$ cat src/assert_macros.svh
// assertion macros shared by the rtl
`ifndef ASSERT_MACROS_SVH
`define ASSERT_MACROS_SVH

// same-cycle implication, checked out of reset
`define ASSERT_SAME(lbl, clk, rst, ante, cons) \
   lbl: assert property (@(posedge clk) disable iff (rst) (ante) |-> (cons)) \
      else $error("same-cycle check failed");

// next-cycle implication, checked out of reset
`define ASSERT_NEXT(lbl, clk, rst, ante, cons) \
   lbl: assert property (@(posedge clk) disable iff (rst) (ante) |=> (cons)) \
      else $error("next-cycle check failed");

`endif

$ cat src/pesc_pkg.sv
// shared types, constants and helpers for the expert slot cache
`timescale 1ns / 1ps
package pesc_pkg;

   localparam int LAYERS     = 64;
   localparam int MAX_SLOTS  = 16;
   localparam int LAYER_W    = (LAYERS > 1) ? $clog2(LAYERS) : 1;
   localparam int SLOT_W     = (MAX_SLOTS > 1) ? $clog2(MAX_SLOTS) : 1;
   localparam int TREE_STEPS = SLOT_W;
   localparam int STEP_W     = (TREE_STEPS > 1) ? $clog2(TREE_STEPS) : 1;

   localparam int LAYER_IN_W = 6;
   localparam int EXPERT_W   = 8;
   localparam int BYTES_W    = 32;
   localparam int COUNT_W    = 32;
   localparam int STAMP_W    = 40;
   localparam int SUM_W      = 42;
   localparam int LIMIT_W    = 5;
   localparam int CSR_IDX_W  = 8;
   localparam int REQ_DATA_W = 48;
   localparam int RSP_DATA_W = 120;

   localparam logic [CSR_IDX_W-1:0] REG_SLOTS_IN_USE   = 8'd0;
   localparam logic [CSR_IDX_W-1:0] REG_REPLACE_POLICY = 8'd1;
   localparam logic                 POLICY_LRU         = 1'b0;
   localparam logic                 POLICY_LFU         = 1'b1;
   localparam logic [LIMIT_W-1:0]   LIMIT_RESET        = 5'd16;
   localparam logic                 POLICY_RESET       = 1'b1;

   typedef struct packed {
      logic                valid;
      logic [EXPERT_W-1:0] expert;
      logic [COUNT_W-1:0]  count;
      logic [STAMP_W-1:0]  stamp;
      logic [BYTES_W-1:0]  bytes;
   } slot_type;

   typedef slot_type [MAX_SLOTS-1:0] row_type;

   typedef struct packed {
      logic               valid;
      logic [SLOT_W-1:0]  idx;
      logic [COUNT_W-1:0] count;
      logic [STAMP_W-1:0] stamp;
   } cand_type;

   typedef struct packed {
      logic               clear;
      logic               capture;
      logic               read;
      logic               scan;
      logic               step;
      logic               write;
      logic [LAYER_W-1:0] clr_addr;
   } cmd_type;

   // true when a is a strictly better victim than b
   function automatic logic better(cand_type a, cand_type b, logic policy);
      logic r;
      if (policy == POLICY_LRU) begin
         r = a.stamp < b.stamp;
      end else begin
         r = (a.count < b.count) || ((a.count == b.count) && (a.stamp < b.stamp));
      end
      return r;
   endfunction

endpackage

$ cat src/pesc_ctrl.sv
// sequencer for clearing, lookup, victim search and write-back
`timescale 1ns / 1ps
module pesc_ctrl (
   input  logic              clock,
   input  logic              reset,
   input  logic              req_tvalid,
   output logic              req_tready,
   output logic              rsp_tvalid,
   input  logic              rsp_tready,
   output pesc_pkg::cmd_type cmd
);
   import pesc_pkg::*;

   localparam logic [2:0] S_CLEAR = 3'd0;
   localparam logic [2:0] S_IDLE  = 3'd1;
   localparam logic [2:0] S_READ  = 3'd2;
   localparam logic [2:0] S_SCAN  = 3'd3;
   localparam logic [2:0] S_TREE  = 3'd4;
   localparam logic [2:0] S_WRITE = 3'd5;

   logic [2:0]         state_ff, state_in;
   logic [LAYER_W-1:0] clr_ff, clr_in;
   logic [STEP_W-1:0]  step_ff, step_in;
   logic               rsp_valid_ff, rsp_valid_in;

   always_comb begin
      state_in     = state_ff;
      clr_in       = clr_ff;
      step_in      = step_ff;
      cmd          = '0;
      cmd.clr_addr = clr_ff;
      req_tready   = 1'b0;
      case (state_ff)
         S_CLEAR: begin
            cmd.clear = 1'b1;
            if (clr_ff == LAYER_W'(LAYERS - 1)) begin
               state_in = S_IDLE;
            end else begin
               clr_in = clr_ff + 1'b1;
            end
         end
         S_IDLE: begin
            req_tready = 1'b1;
            if (req_tvalid) begin
               cmd.capture = 1'b1;
               state_in    = S_READ;
            end
         end
         S_READ: begin
            cmd.read = 1'b1;
            state_in = S_SCAN;
         end
         S_SCAN: begin
            cmd.scan = 1'b1;
            step_in  = '0;
            state_in = S_TREE;
         end
         S_TREE: begin
            cmd.step = 1'b1;
            if (step_ff == STEP_W'(TREE_STEPS - 1)) begin
               state_in = S_WRITE;
            end else begin
               step_in = step_ff + 1'b1;
            end
         end
         S_WRITE: begin
            if (!rsp_valid_ff || rsp_tready) begin
               cmd.write = 1'b1;
               state_in  = S_IDLE;
            end
         end
         default: begin
            state_in = S_CLEAR;
         end
      endcase
   end

   assign rsp_valid_in = cmd.write ? 1'b1 : (rsp_tready ? 1'b0 : rsp_valid_ff);
   assign rsp_tvalid   = rsp_valid_ff;

   always_ff @(posedge clock) begin
      if (reset) begin
         state_ff     <= S_CLEAR;
         clr_ff       <= '0;
         step_ff      <= '0;
         rsp_valid_ff <= 1'b0;
      end else begin
         state_ff     <= state_in;
         clr_ff       <= clr_in;
         step_ff      <= step_in;
         rsp_valid_ff <= rsp_valid_in;
      end
   end

endmodule

$ cat config.mk
export PLATFORM = sky130hd
export DESIGN_NAME = pesc_ctrl
export DESIGN_NICKNAME = d
export VERILOG_FILES = /design/src/assert_macros.svh /design/src/pesc_pkg.sv /design/src/pesc_ctrl.sv
export SDC_FILE = /design/constraint.sdc
export NUM_CORES = 1
export LEC_CHECK = 0
export ABC_AREA = 1
export BUFFER_PORTS_ARGS = -buffer_cell sky130_fd_sc_hd__buf_2
export CORE_UTILIZATION = 49
export CTS_CLUSTER_DIAMETER = 60
export DETAILED_ROUTE_END_ITERATION = 8
export PLACE_DENSITY = 0.72
export SLEW_MARGIN = 20
export SYNTH_ARGS = -nofsm -noshare
export SYNTH_HDL_FRONTEND = slang
export SYNTH_SLANG_ARGS = --single-unit
$ cat constraint.sdc
create_clock -name clock -period 1.65 [get_ports clock]
set_input_delay 0.33 -clock clock [delete_from_list [all_inputs] [get_ports clock]]
set_output_delay 0.33 -clock clock [all_outputs]
set_load 0.03 [all_outputs]
After elaboration in Yosys (flattened, before gate mapping):

Index checks and enable logic that the tools add are counted.

* flip-flop bits (word level): 12
* output and inout bits: 14

* $add $sub $neg: 2
* eq/ne operators: 12
* mux-type cells: 18
* bitwise gates (word level): 1
* reduce and logical (&&, ||, !) cells: 8

Operator list (number)
* 3-bit case mux with 6 select lines: 1
* 3-bit 2-to-1 mux: 4
* 1-bit 2-to-1 mux: 11
* 2-bit inequality test (second input constant): 5
* 6-bit by 1-bit adder with 6-bit output (second input constant): 1
* 3-bit by 2-bit == test with 1-bit output (second input constant): 2
* 3-bit == test (second input constant): 2
* 6-bit == test (second input constant): 1
* 2-bit case mux with 2 select lines: 1
* 2-bit AND reduction: 2
* 4-bit AND reduction: 1
* 2-bit nonzero test: 2
* 3-bit by 1-bit == test with 1-bit output (second input constant): 1
* 3-bit zero test: 1
* 2-bit by 1-bit adder with 2-bit output (second input constant): 1
* 2-bit == test (second input constant): 1
* 2-bit 2-to-1 mux: 1
* 1-bit zero test: 1
* 1-bit logical OR: 1
* 1-bit inverter: 1

Depth between registers and ports, before layout:

Gate-level depths: netlist of the first run.

* word-level depth: 5
* mapped depth: 10
* mapped depth without buffers: 10

Worst setup path before layout of the first run:

OpenSTA, ideal clock, no wires.

* path type: flip-flop to flip-flop
* start point: register clr_ff[0]
* end point: register state_ff[2]
* library setup time: 109 ps
* data arrival time: 1434 ps
* required time: 1541 ps
* setup slack: 107 ps
* stages on the path, launching flop included: 11
* path buffers: 0
* period minus slack after synthesis: 1543 ps
* cells stage by stage: dfxtp_1 -> ha_1 -> nand2_1 -> nor2_1 -> nand2_1 -> nand2_2 -> inv_1 -> nor2_1 -> nand2_1 -> nand2_1 -> inv_1

* longest elaborated chain between the ends: 3

RTL lines
* from (decl): RTL line pesc_ctrl.sv:22 `logic [LAYER_W-1:0] clr_ff, clr_in;`
* from (signal assigned): RTL line pesc_ctrl.sv:89 `clr_ff <= clr_in;`
* 6-bit == test: RTL line pesc_ctrl.sv:36 `if (clr_ff == LAYER_W'(LAYERS - 1)) begin`
* 2-bit inequality test (no source line)
* 4-bit AND reduction (no source line)
* to (signal assigned): RTL line pesc_ctrl.sv:88 `state_ff <= state_in;`
* to (decl): RTL line pesc_ctrl.sv:21 `logic [2:0] state_ff, state_in;`

Every way passes these cells.
A chain may end at the register's enable or synchronous reset.

==> results.md, run 1 <==
- Vias in the first global route: 514
- Ys flop type: dfxtp_1
- FP Rows: 12
- Max-cap violations: 0
- CTS tree: done
- CTS sink count: 12
- Final setup fails: 0
- Syn Nets: 108
- Nets@finish: 130
- Yosys warns: 0
- Sequential area share after synthesis: 36.4%
- Final ANT Viol Nets: 0
- Crit path kind: reg -> out
- Sequential Power Share: 58.4%
- Clock skew: 0.00324 ns
- Post-route setup slack: 0.0895 ns
- Total power: 0.516 mW
- Leakage: 0.440 nW
- DRC errors left: 0
- CP required: 1.32 ns
- Crit-path cells: inv_2, nor4_4, buf_4
- I/O Buffers: 17
- Most numerous cell in the Yosys netlist: nand2_1
- Least-Margin Pin Slew: 0.311 ns
- Post-route clock period utilization: 94.6%
- Cell variety after synth: 20
- Pin count of the biggest net entering global routing: 9
- Fill cells: 106
- Core Area: 0.00117 mm2
- Synth area leader: dfxtp_1
- Maximum VDD drop: 444 uV
- Die height: 38.7 um
- Final Critical Period: 1.56 ns
- Critical path's slowest cell: dfxtp_1
- WL/cell: 9.96 um
- Worst Path Max Fanout: 8
- HP Class: in -> reg
- Syn_area_per_cell: 6.46 um2
- CTS Buf Count: 3
- GRT Overall Usage: 22.2%
- Slew headroom: 79.2%
- Synth top area share: 36.4%
- Final hold slack: 0.266 ns
- Final Hold Violating Endpoints: 0
- Async SR Flop Fraction: 0%
- Routed WL: 1360 um
- H-Tree Depth: 1
- Number of synthesized flops with an enable pin: 0
- Initial DRT Pass Iterations: 4
- Slew Limit Fails: 0
- I/O Pins: 18
- Power Density: 644 mW/mm2
- Power share of the clock group: 33.2%
- Crit end category: output port
- Data arrival, critical path: 1.23 ns
- Worst reg-to-reg path cell count: 10
- Reg clk slew, reported paths: 0.07 ns
- DP HPWL: 1070 um
- Global-route wire length before repair: 2150 um
- Setup tns final: 0 ns
- Fraction of layout instances using a drive strength above 1: 24.6%
- Setup WS pre-CTS: 0.238 ns
- Most area-consuming cells after synthesis: dfxtp_1 (36%), nand2_1 (13%), inv_1 (10%), nor2_1 (9.1%), o21ai_0 (6.1%)
- DR vias: 660
- Status: complete, no violations
- CTS Root Cell: clkbuf_4
- # diodes: 0
- Post-Syn Area: 659 um2
- Full die area: 0.00150 mm2
- Routed vias/inst: 4.85
- Psw: 0.121 mW
- P&R area growth vs syn: 21.4%
- Antenna violations before repair: 0
- Largest stage delay, worst path: 0.38 ns
- Cells after Synth: 102
- Die Wd: 38.7 um
- Clock tree buffer depth: 2
- Startpoint types: flip-flop
- Switching share of total power: 23.4%
- DR iter-0 viols: 12
- Register bit total from synthesis: 12
- Routability cong.: 0.811
- Internal Power: 0.395 mW
- CTS hold repair buffers: 0
- Fmax: 641 MHz
- Top post-synthesis cells by count: nand2_1 (22), inv_1 (18), nor2_1 (16), dfxtp_1 (12), o21ai_0 (8)
- Hold depth: 2
- Starting density of the core: 56.3%
- RSZ-0062 raised after global routing: false
- Global route overflow: 0
- Clk Latency, worst-skew pair: 0.27 ns
- Comb power frac: 8.4%
-- worst max-delay path: cells and delay by family, from the launching register on --
family,cells,cell delay (ns)
and+or+nand+nor,1,0.28
buffers and inverters,2,0.30
DFF,1,0.38
-- path summary, 6_finish.rpt --
path	startpoint	slack, ns	endpoint
worst max register to register	clr_ff[1]	0.23	state_ff[2]
worst max-delay path	state_ff[2]	0.09	cmd[6]
worst min register to register	clr_ff[2]	0.49	clr_ff[2]
worst min-delay path	reset	0.27	state_ff[0]
-- layer usage --
metal	vias up	wire length, um	track usage, %
met2	14	600	33.8
li1	362	-	-
met3	5	58	10.4
met1	279	678	26.0
met5	-	0	0
met4	0	18	10.3
-- metrics by stage --
| stage | utilization (%) | cells | area [um2] |
|---|---|---|---|
| 4_1_cts | 67.4 | 136 | 790 |
| 3_3_place_gp | 64.7 | 133 | 758 |
| 3_5_place_dp | 64.7 | 133 | 758 |
| 6_report | 68.4 | 136 | 801 |
| 2_1_floorplan | - | 102 | 659 |
| 5_1_grt | 68.4 | 136 | 801 |
-- power groups by stage --
stage,clock [mW],sequential (mW),combinational [mW]
final,0.171,0.301,0.0431
after global routing,0.197,0.302,0.0476
after CTS,0.180,0.301,0.0433
after detailed placement,0,0.308,0.0427
after global placement,0,0.308,0.0429
after floorplan,0,0.320,0.0136
-- timing repair --
| item | in CTS | in global routing |
|---|---|---|
| setup buffers | 0 | 0 |
| resized for setup | 2 | 4 |
| endpoints found under the setup margin | 1 | 2 |
-- final cells by class --
type | instances | area [um2] | area share [%]
tap | 14 | 17.5 | 2.19
inverter | 19 | 71.3 | 8.91
sequential | 12 | 243 | 30.3
clock buffer | 3 | 22.5 | 2.81
timing repair buffer | 19 | 103 | 12.8
multi-input combinational | 69 | 344 | 43.0
-- flip-flops by register name, indices dropped and copies added (netlist names) --
signal	cells
clr_ff	6
state_ff	3
rsp_tvalid	1
step_ff	2
-- logic make-up after synthesis --
group | count (synthesis) | synth area share (%)
buf+inv | 21 | 13.7
flops | 12 | 36.4
compound gates | 16 | 13.3
fa+ha+maj | 2 | 3.79
simple gates | 51 | 32.8
-- placed cells by master (no fill, tap or decap) --
| master | instances |
|---|---|
| nand4_1 | 2 |
| dfxtp_2 | 2 |
| a21oi_1 | 5 |
| clkbuf_4 | 3 |
| inv_1 | 17 |
| buf_4 | 3 |
| nor4_4 | 1 |
| o21ai_2 | 1 |
| inv_2 | 2 |
| nand3_1 | 6 |
| nor2_1 | 16 |
| o21a_1 | 1 |
| ha_1 | 2 |
| buf_2 | 16 |
| nand3b_1 | 1 |
| nor2_2 | 1 |
| nand2_2 | 1 |
| nand2_1 | 22 |
| nor3_1 | 1 |
| a31oi_1 | 1 |
| o21ai_0 | 8 |
| dfxtp_1 | 10 |
Note: power is estimated with default switching activity, not from simulation.
==> run 2, diff against run 1 <==
- PLACE_DENSITY: 0.72 -> 0.75
==> run 2 against run 1 <==
Against the previous run:
- sequential share of layout area fell by 0.62 points
- global-route usage rose by 0.63 points
- critical path depth did not move
- die area did not move
- clock power rose by 42%
- core utilization rose by 1.1 points
- clock skew fell by 0.0014 ns
==> results.md, run 2 (synthesis gave the netlist of run 1 again) <==
- # diodes: 0 (unchanged)
- Slew Limit Fails: 0 (unchanged)
- CTS tree: done
- Routed WL: 1540 um (+14%)
- Global route overflow: 0 (unchanged)
- Clock skew: 0.00181 ns (-0.00142 ns)
- Sequential cell area: 241 um2 (-0.52%)
- Status: complete, no violations
- Startpoint types: flip-flop
- Clock tree buffer depth: 2 (unchanged)
- I/O Pins: 18 (unchanged)
- Vias in the first global route: 569 (+11%)
- RSZ-0062 raised after global routing: false
- DR vias: 704 (+6.7%)
- Area of the multi-input gates: 344 um2 (unchanged)
- CTS sink count: 12 (unchanged)
- Largest regs: clr_ff x6, state_ff x3, step_ff x2
- DRC errors left: 0 (unchanged)
- Die height: 38.7 um (unchanged)
- Fill cells: 111 (+4.7%)
- Least-Margin Pin Slew: 0.302 ns (-0.00929 ns)
- Die Wd: 38.7 um (unchanged)
- Post-route setup slack: 0.0683 ns (-0.0213 ns)
- HP Class: in -> reg
- Max reg flops: 6 (unchanged)
- Post-route clock period utilization: 95.9% (+1.3 points)
- Initial DRT Pass Iterations: 4 (unchanged)
- Full die area: 0.00150 mm2 (unchanged)
- CP required: 1.32 ns (about the same)
- H-Tree Depth: 1 (unchanged)
- Crit end category: output port
- Total power: 0.588 mW (+14%)
- Pin count of the biggest net entering global routing: 11 (+2)
- Most flops, register: clr_ff
- Routed vias/inst: 5.14 (+5.9%)
- Placed cell areas: 758 um2 (unchanged)
- Nets@finish: 130 (unchanged)
- I/O Buffers: 17 (unchanged)
- Setup WS pre-CTS: 0.262 ns (+0.0242 ns)
- Final Critical Period: 1.58 ns (+0.0213 ns)
- Reg clk slew, reported paths: 0.08 ns (about the same)
- Clk Latency, worst-skew pair: 0.28 ns (about the same)
- Routability cong.: 0.782 (-3.6%)
- Worst Path Max Fanout: 8 (unchanged)
- P&R area growth vs syn: 23.3%
- Max-cap violations: 0 (unchanged)
- Core Area: 0.00117 mm2 (unchanged)
- Slew headroom: 79.8% (+0.62 points)
- Final Hold Violating Endpoints: 0 (unchanged)
- Leading cell type in the layout, fill and taps excluded: nand2_1
- Most frequent cells in the layout: nand2_1 (22), inv_1 (17), nor2_1 (16), buf_2 (16), dfxtp_1 (11)
- Final ANT Viol Nets: 0 (unchanged)
- FP Rows: 12 (unchanged)
- Fraction of layout instances using a drive strength above 1: 24.4% (-0.20 points)
- DP HPWL: 1140 um (+6.6%)
- WL/cell: 11.2 um (+13%)
- Power Density: 723 mW/mm2 (+12%)
- GRT Overall Usage: 22.8% (+0.63 points)
- Fmax: 632 MHz (-1.3%)
- Final core occ: 69.4% (+1.1 points)
- Maximum VDD drop: 552 uV (+24%)
- Crit path kind: reg -> out
- Postcts setup bufs: 0 (unchanged)
- Setup tns final: 0 ns (unchanged)
- Starting density of the core: 56.3% (unchanged)
- CTS Buf Count: 3 (unchanged)
- Leakage: 0.447 nW (+1.5%)
- Final setup fails: 0 (unchanged)
- Design area: 813 um2 (+1.6%)
- Data arrival, critical path: 1.25 ns (+0.02 ns)
- CTS Root Cell: clkbuf_4
- DR iter-0 viols: 14 (+2)
- Antenna violations before repair: 0 (unchanged)
- Global-route wire length before repair: 2300 um (+7.1%)
run 2: routing by layer:
metal	share of wire [%]	vias to the layer above	global-route usage, %	wire (um)
met5	0	-	0	0
met2	47	16	39.6	731
li1	-	366	-	-
met4	1.2	0	7.76	19
met1	48	318	27.1	732
met3	3.7	4	5.20	57
run 2: layout make-up:
| type | instances | share of cell area [%] |
|---|---|---|
| multi-input combinational | 69 | 42.3 |
| sequential | 12 | 29.7 |
| timing repair buffer | 19 | 12.6 |
| inverter | 19 | 8.77 |
| clock buffer | 4 | 4.46 |
| tap | 14 | 2.15 |
run 2: worst paths after layout:
kind	from	end	slack (ns)	cells past startpoint
worst min-delay path	reset	state_ff[0]	0.27	2
worst max-delay path	state_ff[2]	cmd[6]	0.07	3
worst max register to register	clr_ff[1]	state_ff[2]	0.20	10
worst min register to register	step_ff[0]	step_ff[0]	0.52	2
run 2: power by group:
part / switching (mW) / total, mW / internal (mW)
combinational: 0.0294 / 0.0441 / 0.0147
clock: 0.108 / 0.243 / 0.134
sequential: 0.00551 / 0.301 / 0.295
total: 0.143 / 0.588 / 0.444
run 2: through the flow:
step | hold WS (ns) | std cells
after floorplan | 0.399 | 102
after global routing | 0.294 | 137
after detailed placement | 0.505 | 133
after CTS | 0.278 | 137
after global placement | 0.486 | 133
final | 0.272 | 137
run 2: repair_timing:
action / CTS / global route
hold buffers: 0 / 0
pin swaps: 0 / 1
resized for setup: 2 / 3
setup endpoints to repair: 1 / 1
cloned: 0 / 0
run 2: worst max-delay path: stages, from the launching register on:
cell and delay, ns:
dfxtp_1 0.38, inv_2 0.11, nor4_4 0.28, buf_4 0.20
